[config.mk]
export PLATFORM = sky130hd
export DESIGN_NAME = charge_hysteresis_limiter
export DESIGN_NICKNAME = d
export VERILOG_FILES = /design/src/rtl/chl_pkg.sv /design/src/rtl/charge_hysteresis_limiter.sv /design/src/rtl/chl_datapath.sv
export SDC_FILE = /design/constraint.sdc
export NUM_CORES = 2
export LEC_CHECK = 0
export ABC_CLOCK_PERIOD_IN_PS = 19300
export BUFFER_PORTS_ARGS = -buffer_cell sky130_fd_sc_hd__buf_4
export CAP_MARGIN = 25
export CORE_AREA = 4 4 304 336
export DETAILED_ROUTE_END_ITERATION = 16
export DIE_AREA = 0 0 308 340
export PLACE_DENSITY = 0.8
export SLEW_MARGIN = 10
export SYNTH_ARGS = -nofsm -noshare
export SYNTH_HDL_FRONTEND = slang
export SYNTH_HIERARCHICAL = 1
export SYNTH_SLANG_ARGS = --single-unit
[constraint.sdc]
create_clock -name clk -period 19.3 [get_ports clk]
set_input_delay 1.93 -clock clk [delete_from_list [all_inputs] [get_ports clk]]
set_output_delay 1.93 -clock clk [all_outputs]
set_load 0.01 [all_outputs]
[src/rtl/chl_pkg.sv]
// Types, constants and control store of the charge hysteresis limiter.
`timescale 1ns / 1ps

package chl_pkg;

    localparam int SAMPLE_W   = 24;
    localparam int MODE_W     = 2;
    localparam int RATE_W     = 25;
    localparam int GAIN_W     = 32;
    localparam int CHARGE_W   = 25;
    localparam int CFG_IDX_W  = 2;
    localparam int CFG_DATA_W = 32;
    localparam int TDATA_W    = 2 * SAMPLE_W;

    // datapath widths
    localparam int A_W = 27;
    localparam int B_W = GAIN_W + 1;
    localparam int P_W = A_W + B_W;
    localparam int R_W = P_W - 16;
    localparam int G_W = 26;
    localparam int O_W = 26;
    localparam int H_W = A_W;
    localparam int T_W = 28;
    localparam int V_W = 30;

    localparam logic [CHARGE_W-1:0] CHARGE_ONE = 25'h100_0000;
    localparam logic signed [SAMPLE_W-1:0] OUT_MAX = 24'sh7F_FFFF;
    localparam logic signed [SAMPLE_W-1:0] OUT_MIN = 24'sh80_0000;

    localparam logic [MODE_W-1:0] MODE_SINGLE = 2'd0;
    localparam logic [MODE_W-1:0] MODE_PAIR   = 2'd1;
    localparam logic [MODE_W-1:0] MODE_SIMPLE = 2'd2;
    localparam logic [MODE_W-1:0] MODE_SPARE  = 2'd3;

    localparam logic [CFG_IDX_W-1:0] REG_MODE     = 2'd0;
    localparam logic [CFG_IDX_W-1:0] REG_DRAIN    = 2'd1;
    localparam logic [CFG_IDX_W-1:0] REG_RECHARGE = 2'd2;
    localparam logic [CFG_IDX_W-1:0] REG_MAKEUP   = 2'd3;

    localparam logic [MODE_W-1:0]   MODE_RST     = MODE_SINGLE;
    localparam logic [RATE_W-1:0]   DRAIN_RST    = 25'd1398101;
    localparam logic [RATE_W-1:0]   RECHARGE_RST = 25'd7862;
    localparam logic [GAIN_W-1:0]   MAKEUP_RST   = 32'd11654129;

    localparam int STEP_W = 4;
    localparam logic [STEP_W-1:0] STEP_HALF   = 4'd0;
    localparam logic [STEP_W-1:0] STEP_SIMPLE = 4'd8;

    typedef enum logic [3:0] {
        OP_NOP,
        OP_HEAD_C,
        OP_HEAD_T,
        OP_GAIN,
        OP_OUT,
        OP_UPD,
        OP_ABS,
        OP_C1,
        OP_RECH,
        OP_SAT
    } chl_op_t;

    typedef enum logic [1:0] {
        SH_16,
        SH_23,
        SH_24,
        SH_25
    } chl_sh_t;

    typedef enum logic [1:0] {
        A_H,
        A_X,
        A_O,
        A_M
    } chl_asel_t;

    typedef enum logic [2:0] {
        B_RR,
        B_G,
        B_C,
        B_DRAIN,
        B_GAIN
    } chl_bsel_t;

    typedef enum logic [1:0] {
        J_NONE,
        J_SIMPLE,
        J_PAIR_MORE
    } chl_jmp_t;

    typedef enum logic [1:0] {
        SEQ_IDLE,
        SEQ_RUN,
        SEQ_DONE
    } chl_seq_t;

    typedef struct packed {
        chl_op_t           op;
        chl_sh_t           sh;
        logic              mul_en;
        chl_asel_t         asel;
        chl_bsel_t         bsel;
        chl_jmp_t          jmp;
        logic [STEP_W-1:0] target;
        logic              last;
    } chl_uword_t;

    typedef struct packed {
        logic      start;
        logic      half;
        chl_op_t   op;
        chl_sh_t   sh;
        logic      mul_en;
        chl_asel_t asel;
        chl_bsel_t bsel;
    } chl_ctrl_t;

    typedef struct packed {
        logic [RATE_W-1:0] drain;
        logic [RATE_W-1:0] recharge;
        logic [GAIN_W-1:0] makeup;
    } chl_cfg_t;

    function automatic chl_uword_t mk(
        input chl_op_t           op,
        input chl_sh_t           sh,
        input logic              mul_en,
        input chl_asel_t         asel,
        input chl_bsel_t         bsel,
        input chl_jmp_t          jmp,
        input logic [STEP_W-1:0] target,
        input logic              last
    );
        chl_uword_t w;
        w.op     = op;
        w.sh     = sh;
        w.mul_en = mul_en;
        w.asel   = asel;
        w.bsel   = bsel;
        w.jmp    = jmp;
        w.target = target;
        w.last   = last;
        return w;
    endfunction

    // half update at 0..7, simple bipolar update at 8..15
    function automatic chl_uword_t ucode(input logic [STEP_W-1:0] step);
        chl_uword_t w;
        case (step)
            4'd0:    w = mk(OP_HEAD_C, SH_16, 1'b0, A_H, B_RR,    J_SIMPLE,    STEP_SIMPLE, 1'b0);
            4'd1:    w = mk(OP_NOP,    SH_16, 1'b1, A_H, B_RR,    J_NONE,      STEP_HALF,   1'b0);
            4'd2:    w = mk(OP_GAIN,   SH_25, 1'b0, A_H, B_RR,    J_NONE,      STEP_HALF,   1'b0);
            4'd3:    w = mk(OP_NOP,    SH_16, 1'b1, A_X, B_G,     J_NONE,      STEP_HALF,   1'b0);
            4'd4:    w = mk(OP_OUT,    SH_24, 1'b0, A_X, B_G,     J_NONE,      STEP_HALF,   1'b0);
            4'd5:    w = mk(OP_NOP,    SH_16, 1'b1, A_O, B_DRAIN, J_NONE,      STEP_HALF,   1'b0);
            4'd6:    w = mk(OP_UPD,    SH_23, 1'b1, A_O, B_GAIN,  J_NONE,      STEP_HALF,   1'b0);
            4'd7:    w = mk(OP_SAT,    SH_16, 1'b0, A_O, B_GAIN,  J_PAIR_MORE, STEP_HALF,   1'b1);
            4'd8:    w = mk(OP_NOP,    SH_16, 1'b1, A_X, B_C,     J_NONE,      STEP_HALF,   1'b0);
            4'd9:    w = mk(OP_OUT,    SH_24, 1'b0, A_X, B_C,     J_NONE,      STEP_HALF,   1'b0);
            4'd10:   w = mk(OP_ABS,    SH_16, 1'b1, A_O, B_GAIN,  J_NONE,      STEP_HALF,   1'b0);
            4'd11:   w = mk(OP_SAT,    SH_16, 1'b1, A_M, B_DRAIN, J_NONE,      STEP_HALF,   1'b0);
            4'd12:   w = mk(OP_C1,     SH_23, 1'b0, A_M, B_DRAIN, J_NONE,      STEP_HALF,   1'b0);
            4'd13:   w = mk(OP_HEAD_T, SH_16, 1'b0, A_H, B_RR,    J_NONE,      STEP_HALF,   1'b0);
            4'd14:   w = mk(OP_NOP,    SH_16, 1'b1, A_H, B_RR,    J_NONE,      STEP_HALF,   1'b0);
            4'd15:   w = mk(OP_RECH,   SH_24, 1'b0, A_H, B_RR,    J_NONE,      STEP_HALF,   1'b1);
            default: w = mk(OP_NOP,    SH_16, 1'b0, A_H, B_RR,    J_NONE,      STEP_HALF,   1'b1);
        endcase
        return w;
    endfunction

endpackage

[src/rtl/charge_hysteresis_limiter.sv]
// Top level of the charge hysteresis limiter: handshakes, registers and sequencer.
//
//  channel  dir  handshake                fields
//  s_*      in   s_tvalid / s_tready      s_tdata: pos_sample, neg_sample
//  m_*      out  m_tvalid / m_tready      m_tdata: pos_out, neg_out
//  cfg_*    in   cfg_valid / cfg_ready    cfg_index, cfg_data
//
// Sequencing: one shared 27x33 multiplier runs a 16-step microprogram; a word takes
// 8 steps single-sided, 9 simple, 16 in pair mode, then waits in the done state for
// the output load; a new word is taken only after that load.
// Reset: registers to defaults, charge zero, positive half first.
// Stalls: the result waits in the output register; a new word is taken meanwhile
// and the sequencer holds before its load until the old word has gone.
`timescale 1ns / 1ps

module charge_hysteresis_limiter import chl_pkg::*;
(
    input  logic                  clk,
    input  logic                  rst_n,
    input  logic                  s_tvalid,
    output logic                  s_tready,
    input  logic [TDATA_W-1:0]    s_tdata,    // pos_sample, neg_sample
    output logic                  m_tvalid,
    input  logic                  m_tready,
    output logic [TDATA_W-1:0]    m_tdata,    // pos_out, neg_out
    input  logic                  cfg_valid,
    output logic                  cfg_ready,
    input  logic [CFG_IDX_W-1:0]  cfg_index,
    input  logic [CFG_DATA_W-1:0] cfg_data
);

    logic [MODE_W-1:0]   mode_reg;
    logic [RATE_W-1:0]   drain_reg;
    logic [RATE_W-1:0]   recharge_reg;
    logic [GAIN_W-1:0]   makeup_reg;

    chl_seq_t            state_reg;
    chl_seq_t            state_next;
    logic [STEP_W-1:0]   step_reg;
    logic [STEP_W-1:0]   step_next;
    logic                flip_reg;
    logic                half_reg;
    logic                second_reg;
    logic                out_valid_reg;
    logic signed [SAMPLE_W-1:0] out_pos_reg;
    logic signed [SAMPLE_W-1:0] out_neg_reg;

    chl_uword_t          word;
    chl_ctrl_t           ctrl;
    chl_cfg_t            cfg;
    logic                jump_taken;
    logic                accept;
    logic                out_free;
    logic                run;
    logic                load_out;
    logic signed [SAMPLE_W-1:0] pos_res;
    logic signed [SAMPLE_W-1:0] neg_res;

    assign cfg_ready = 1'b1;

    always_ff @(posedge clk or negedge rst_n)
    begin
        if (!rst_n)
        begin
            mode_reg     <= MODE_RST;
            drain_reg    <= DRAIN_RST;
            recharge_reg <= RECHARGE_RST;
            makeup_reg   <= MAKEUP_RST;
        end
        else if (cfg_valid && cfg_ready)
        begin
            case (cfg_index)
                REG_MODE:     mode_reg     <= cfg_data[MODE_W-1:0];
                REG_DRAIN:    drain_reg    <= cfg_data[RATE_W-1:0];
                REG_RECHARGE: recharge_reg <= cfg_data[RATE_W-1:0];
                REG_MAKEUP:   makeup_reg   <= cfg_data[GAIN_W-1:0];
                default: ;
            endcase
        end
    end

    assign word     = ucode(step_reg);
    assign accept   = s_tvalid && s_tready;
    assign out_free = !out_valid_reg || m_tready;

    always_comb
    begin
        case (word.jmp)
            J_SIMPLE:    jump_taken = mode_reg inside {MODE_SIMPLE, MODE_SPARE};
            J_PAIR_MORE: jump_taken = (mode_reg == MODE_PAIR) && !second_reg;
            default:     jump_taken = 1'b0;
        endcase
    end

    // next state and step
    always_comb
    begin
        state_next = state_reg;
        step_next  = step_reg;
        case (state_reg)
            SEQ_IDLE:
            begin
                step_next = STEP_HALF;
                if (accept)
                begin
                    state_next = SEQ_RUN;
                end
            end
            SEQ_RUN:
            begin
                if (jump_taken)
                begin
                    step_next = word.target;
                end
                else if (word.last)
                begin
                    state_next = SEQ_DONE;
                end
                else
                begin
                    step_next = step_reg + 1'b1;
                end
            end
            SEQ_DONE:
            begin
                if (out_free)
                begin
                    state_next = SEQ_IDLE;
                end
            end
            default:
            begin
                state_next = SEQ_IDLE;
            end
        endcase
    end

    // outputs of the sequencer
    always_comb
    begin
        s_tready = 1'b0;
        run      = 1'b0;
        load_out = 1'b0;
        case (state_reg)
            SEQ_IDLE: s_tready = 1'b1;
            SEQ_RUN:  run      = 1'b1;
            SEQ_DONE: load_out = out_free;
            default: ;
        endcase
    end

    always_ff @(posedge clk or negedge rst_n)
    begin
        if (!rst_n)
        begin
            state_reg  <= SEQ_IDLE;
            step_reg   <= STEP_HALF;
            flip_reg   <= 1'b0;
            half_reg   <= 1'b0;
            second_reg <= 1'b0;
        end
        else
        begin
            state_reg <= state_next;
            step_reg  <= step_next;
            if (accept)
            begin
                half_reg   <= (mode_reg == MODE_PAIR) && flip_reg;
                second_reg <= 1'b0;
                if (mode_reg == MODE_PAIR)
                begin
                    flip_reg <= ~flip_reg;
                end
            end
            else if (run && jump_taken && (word.jmp == J_PAIR_MORE))
            begin
                half_reg   <= ~half_reg;
                second_reg <= 1'b1;
            end
        end
    end

    always_comb
    begin
        ctrl.start  = accept;
        ctrl.half   = half_reg;
        ctrl.op     = run ? word.op : OP_NOP;
        ctrl.sh     = word.sh;
        ctrl.mul_en = run && word.mul_en;
        ctrl.asel   = word.asel;
        ctrl.bsel   = word.bsel;
    end

    assign cfg.drain    = drain_reg;
    assign cfg.recharge = recharge_reg;
    assign cfg.makeup   = makeup_reg;

    chl_datapath u_datapath
    (
        .clk        (clk),
        .rst_n      (rst_n),
        .ctrl       (ctrl),
        .cfg        (cfg),
        .pos_sample ($signed(s_tdata[SAMPLE_W-1:0])),
        .neg_sample ($signed(s_tdata[TDATA_W-1:SAMPLE_W])),
        .pos_res    (pos_res),
        .neg_res    (neg_res)
    );

    always_ff @(posedge clk or negedge rst_n)
    begin
        if (!rst_n)
        begin
            out_valid_reg <= 1'b0;
        end
        else if (load_out)
        begin
            out_valid_reg <= 1'b1;
        end
        else if (m_tready)
        begin
            out_valid_reg <= 1'b0;
        end
    end

    always_ff @(posedge clk)
    begin
        if (load_out)
        begin
            out_pos_reg <= pos_res;
            out_neg_reg <= neg_res;
        end
    end

    assign m_tvalid = out_valid_reg;
    assign m_tdata  = {out_neg_reg, out_pos_reg};

endmodule

[src/rtl/chl_datapath.sv]
// Shared multiplier, rounding and charge arithmetic driven by the control word.
`timescale 1ns / 1ps

module chl_datapath import chl_pkg::*;
(
    input  logic                       clk,
    input  logic                       rst_n,
    input  chl_ctrl_t                  ctrl,
    input  chl_cfg_t                   cfg,
    input  logic signed [SAMPLE_W-1:0] pos_sample,
    input  logic signed [SAMPLE_W-1:0] neg_sample,
    output logic signed [SAMPLE_W-1:0] pos_res,
    output logic signed [SAMPLE_W-1:0] neg_res
);

    logic [CHARGE_W-1:0]        charge_reg;
    logic signed [SAMPLE_W-1:0] x_pos_reg;
    logic signed [SAMPLE_W-1:0] x_neg_reg;
    logic signed [P_W-1:0]      prod_reg;
    logic signed [H_W-1:0]      h_reg;
    logic [G_W-1:0]             g_reg;
    logic signed [O_W-1:0]      o_reg;
    logic signed [O_W-1:0]      m_reg;
    logic signed [T_W-1:0]      t_reg;
    logic signed [SAMPLE_W-1:0] pos_res_reg;
    logic signed [SAMPLE_W-1:0] neg_res_reg;

    logic signed [SAMPLE_W-1:0] x_sel;
    logic signed [A_W-1:0]      mul_a;
    logic signed [B_W-1:0]      mul_b;
    logic signed [P_W-1:0]      prod;
    logic signed [R_W-1:0]      rnd_q;
    logic                       rnd_b;
    logic signed [R_W-1:0]      rnd;
    logic signed [V_W-1:0]      rnd_v;
    logic signed [V_W-1:0]      g_v;
    logic signed [V_W-1:0]      c_v;
    logic signed [V_W-1:0]      upd_sum;
    logic signed [V_W-1:0]      gain_sum;
    logic signed [V_W-1:0]      c1_sum;
    logic signed [V_W-1:0]      rech_sum;
    logic signed [T_W-1:0]      head_src;
    logic signed [T_W-1:0]      head_full;
    logic signed [O_W-1:0]      abs_o;
    logic signed [SAMPLE_W-1:0] sat_val;

    function automatic logic [CHARGE_W-1:0] clamp_charge(input logic signed [V_W-1:0] v);
        logic [CHARGE_W-1:0] c;
        if (v < 0)
        begin
            c = '0;
        end
        else if (v > $signed(V_W'(CHARGE_ONE)))
        begin
            c = CHARGE_ONE;
        end
        else
        begin
            c = v[CHARGE_W-1:0];
        end
        return c;
    endfunction

    function automatic logic signed [SAMPLE_W-1:0] sat_out(input logic signed [R_W-1:0] r);
        logic signed [SAMPLE_W-1:0] s;
        if (r > R_W'(OUT_MAX))
        begin
            s = OUT_MAX;
        end
        else if (r < R_W'(OUT_MIN))
        begin
            s = OUT_MIN;
        end
        else
        begin
            s = $signed(r[SAMPLE_W-1:0]);
        end
        return s;
    endfunction

    assign x_sel = ctrl.half ? x_neg_reg : x_pos_reg;

    always_comb
    begin
        case (ctrl.asel)
            A_H:     mul_a = h_reg;
            A_X:     mul_a = A_W'(x_sel);
            A_O:     mul_a = A_W'(o_reg);
            A_M:     mul_a = A_W'(m_reg);
            default: mul_a = h_reg;
        endcase
    end

    always_comb
    begin
        case (ctrl.bsel)
            B_RR:    mul_b = $signed(B_W'(cfg.recharge));
            B_G:     mul_b = $signed(B_W'(g_reg));
            B_C:     mul_b = $signed(B_W'(charge_reg));
            B_DRAIN: mul_b = $signed(B_W'(cfg.drain));
            B_GAIN:  mul_b = $signed(B_W'(cfg.makeup));
            default: mul_b = $signed(B_W'(cfg.recharge));
        endcase
    end

    assign prod = mul_a * mul_b;

    // round half up: floor shift plus the bit just below the cut
    always_comb
    begin
        case (ctrl.sh)
            SH_16:
            begin
                rnd_q = R_W'(prod_reg >>> 16);
                rnd_b = prod_reg[15];
            end
            SH_23:
            begin
                rnd_q = R_W'(prod_reg >>> 23);
                rnd_b = prod_reg[22];
            end
            SH_24:
            begin
                rnd_q = R_W'(prod_reg >>> 24);
                rnd_b = prod_reg[23];
            end
            SH_25:
            begin
                rnd_q = R_W'(prod_reg >>> 25);
                rnd_b = prod_reg[24];
            end
            default:
            begin
                rnd_q = R_W'(prod_reg >>> 16);
                rnd_b = prod_reg[15];
            end
        endcase
    end

    assign rnd      = rnd_q + $signed({{(R_W-1){1'b0}}, rnd_b});
    assign rnd_v    = $signed(rnd[V_W-1:0]);
    assign g_v      = $signed(V_W'(g_reg));
    assign c_v      = $signed(V_W'(charge_reg));
    // negative half adds its (negative) output term, which drains the charge as on the positive half
    assign upd_sum  = ctrl.half ? g_v + rnd_v : g_v - rnd_v;
    assign gain_sum = c_v + rnd_v;
    assign c1_sum   = c_v - rnd_v;
    assign rech_sum = V_W'(t_reg) + rnd_v;
    assign head_src = (ctrl.op == OP_HEAD_T) ? t_reg : $signed(T_W'(charge_reg));
    assign head_full = $signed(T_W'(CHARGE_ONE)) - head_src;
    assign abs_o    = o_reg[O_W-1] ? -o_reg : o_reg;
    assign sat_val  = sat_out(rnd);

    always_ff @(posedge clk or negedge rst_n)
    begin
        if (!rst_n)
        begin
            charge_reg <= '0;
        end
        else
        begin
            case (ctrl.op)
                OP_UPD:  charge_reg <= clamp_charge(upd_sum);
                OP_RECH: charge_reg <= clamp_charge(rech_sum);
                default: ;
            endcase
        end
    end

    always_ff @(posedge clk)
    begin
        if (ctrl.start)
        begin
            x_pos_reg   <= pos_sample;
            x_neg_reg   <= neg_sample;
            neg_res_reg <= '0;
        end
        if (ctrl.mul_en)
        begin
            prod_reg <= prod;
        end
        case (ctrl.op)
            OP_HEAD_C, OP_HEAD_T: h_reg <= $signed(head_full[H_W-1:0]);
            OP_GAIN:              g_reg <= gain_sum[G_W-1:0];
            OP_OUT:               o_reg <= $signed(rnd[O_W-1:0]);
            OP_ABS:               m_reg <= abs_o;
            OP_C1:                t_reg <= $signed(c1_sum[T_W-1:0]);
            OP_SAT:
            begin
                if (ctrl.half)
                begin
                    neg_res_reg <= sat_val;
                end
                else
                begin
                    pos_res_reg <= sat_val;
                end
            end
            default: ;
        endcase
    end

    assign pos_res = pos_res_reg;
    assign neg_res = neg_res_reg;

endmodule

==> impl_metrics.csv <==
group,metric,value,unit
finish,fillers,8107,
placed_design,gp_congestion,1.02,
route,wl_per_cell,24.7,um
logic_synthesis,yosysSeqAreaShare,0.231,
finish,syn2layout_area_growth,7.48,%
sta,skew,33.1,ps
floorplanning,dieWidth,308,um
placed_design,post-dp-hpwl,133,mm
logic_synthesis,yosysWarnings,6,
clock_network,cts_buffers,49,
placed_design,portBuffers,136,
setup_path,worst-r2r-setup-slack,7470,ps
setup_path,endpoint_kind,"register",
clock_network,cts_tree,"yes",
clock_network,cts.sinks,441,
sta,period_share,0.613,
setup_path,slowest_stage,"nor2_1",
clock_network,postCtsSetupRepairBufs,0,
sta,relSlewSlack,0.198,
clock_network,htree_levels,2,
sta,worst-slew-pin-transition,1200,ps
sta,rsz0062_at_grt,"false",
finish,final_nets,6754,
clock_network,clkLatencyLatePin,630,ps
grt,grt_max_degree,78,
route,firstDrtPassIters,6,
route,drc,0,
sta,finalHoldViolCount,0,
sta,fmax,84.5,MHz
grt,grt_pass1_wl,260,mm
finish,largest_reg_flops,45,
grt,grt.total_usage,0.327,
logic_synthesis,syn-mean-instance-area,9.71,um2
setup_path,crit_type,"register to register",
route,drt-total-wl,170,mm
setup_path,worstPathArrival,12200,ps
logic_synthesis,synth-seq-cells,441,
setup_path,cp_top_family,"adder cells",
clock_network,cts_resized,0,
logic_synthesis,synth_ff_type,"edfxtp_1",
floorplanning,die_area,105000,um2
route,viasPerCell,6.12,
setup_path,cp_slowest_stage_delay,750,ps
setup_path,crit_path_start,"step_reg[0]$_DFFE_PN0P_",
floorplanning,boundaryPins,138,
floorplanning,rows,121,
clock_network,clk_path_buf_depth,3,
logic_synthesis,synth-async-reset-ratio,0.270,
sta,layout_min_cycle_time,11830,ps
finish,multi_input_comb_area,37000,um2
clock_network,cts.clk_slew.worst_paths,60,ps
logic_synthesis,synth_cell_types,106,
finish,drive_above_1_share,0.106,
finish,seq_area,12500,um2
sta,final.setup.tns,0,ps
sta,finalSetupViolCount,0,
sta,slew_viol_final,0,
route,vias,42194,
finish,layout_commonest_cell,"inv_1",
finish,final_cell_mix,"inv_1 (940), fa_1 (752), nand2_1 (682)",
floorplanning,die_h,340,um
min_path,worstHoldStart,"u_datapath/pos_res[23]$_DFFE_PP_",
logic_synthesis,synth_edf_count,298,
logic_synthesis,synthCells,5557,
grt,grt_overflow,0,
floorplanning,core,98600,um2
setup_path,crit_path_max_fanout,32,
route,drt-initial-drc-count,4478,
setup_path,cpMostUsedCell,"fa_1",
setup_path,r2r_start,"step_reg[0]$_DFFE_PN0P_",
clock_network,root_buffer,"clkbuf_16",
outcome,status,"completed",
clock_network,ctsHoldBuffers,0,
logic_synthesis,syn-num-nets,6747,
grt,grt_pass1_vias,43877,
floorplanning,initial_core_util,0.548,
logic_synthesis,syn_area,54000,um2
route,ant_nets,0,
setup_path,critPathBufInv,7,
setup_path,crit_required,19660,ps
flow_run,drv_cap,0,
grt,antenna_found_initial,4,
min_path,min_path_type,"register to register",
setup_path,cp-start-kind,"register",
==> synth_stat cells (41+ instances only) <==
library cell | n | area, um2
nand2_1 | 682 | 2560
a21o_1 | 67 | 503
mux4_2 | 50 | 1130
nand4_1 | 48 | 300
mux2i_1 | 73 | 731
nor3_1 | 77 | 385
nand3_1 | 55 | 275
xor2_1 | 68 | 596
a21oi_1 | 144 | 721
ha_1 | 351 | 4390
o21ai_0 | 112 | 561
xnor2_1 | 168 | 1470
and2_1 | 41 | 257
edfxtp_1 | 298 | 8950
mux2_2 | 79 | 890
dfrtp_1 | 85 | 2130
clkbuf_1 | 201 | 754
nand2b_1 | 70 | 438
inv_1 | 940 | 3530
fa_1 | 752 | 15100
nor2_1 | 520 | 1950
==> metrics by stage <==
step | setup WS, ps | hold WS [ps] | utilization | area (um2) | cells
global placement | 8030 | 403 | 0.570 | 56200 | 6794
finish | 7470 | 419 | 0.589 | 58000 | 6896
detailed placement | 7740 | 405 | 0.571 | 56300 | 6800
CTS | 7670 | 420 | 0.588 | 57900 | 6891
floorplan | 9410 | 400 | - | 54000 | 5557
global route | 6730 | 425 | 0.589 | 58000 | 6895
==> layout make-up <==
type	instances	share of cell area
Sequential cell	441	0.215
Antenna cell	1	0.0000431
Inverter	942	0.0610
Timing Repair Buffer	217	0.0294
Clock buffer	69	0.0235
Multi-Input combinational cell	3913	0.638
Clock inverter	22	0.00550
Tap cell	1291	0.0278
==> worst paths after layout <==
path / to / cells after the start
min in group asynchronous: u_datapath/charge_reg[0]$_DFFE_PN0P_ / 1
setup reg to reg: u_datapath/prod_reg[59]$_DFFE_PP_ / 37
hold / removal: out_pos_reg[23]$_DFFE_PP_ / 0
setup / recovery: u_datapath/prod_reg[59]$_DFFE_PP_ / 37
hold reg to reg: out_pos_reg[23]$_DFFE_PP_ / 0
max in group asynchronous: makeup_reg[29]$_DFFE_PN0P_ / 3
==> kinds of logic (layout without fill, tap and decap cells) <==
kind of cell / count (synthesis) / after routing / share of synthesized area
buffers and inverters: 1203 / 1250 / 0.0866
adders and majority gates: 1103 / 1103 / 0.360
AOI/OAI and AO/OA: 629 / 629 / 0.0780
xor gates and xnor gates: 240 / 240 / 0.0397
other: 1 / 2 / 0.0000695
muxes: 234 / 234 / 0.0597
and+or+nand+nor: 1706 / 1706 / 0.145
DFF: 441 / 441 / 0.231
==> metal layers <==
layer	GRT usage	vias to the layer above	wire [um]
met3	0.0811	624	20300
met5	0	-	0
li1	-	17932	-
met1	0.416	20987	60800
met2	0.506	2651	75900
met4	0.197	0	13300
Power is not shown: default switching activity piles up to over one toggle a cycle in this logic, so the estimate is an artifact.
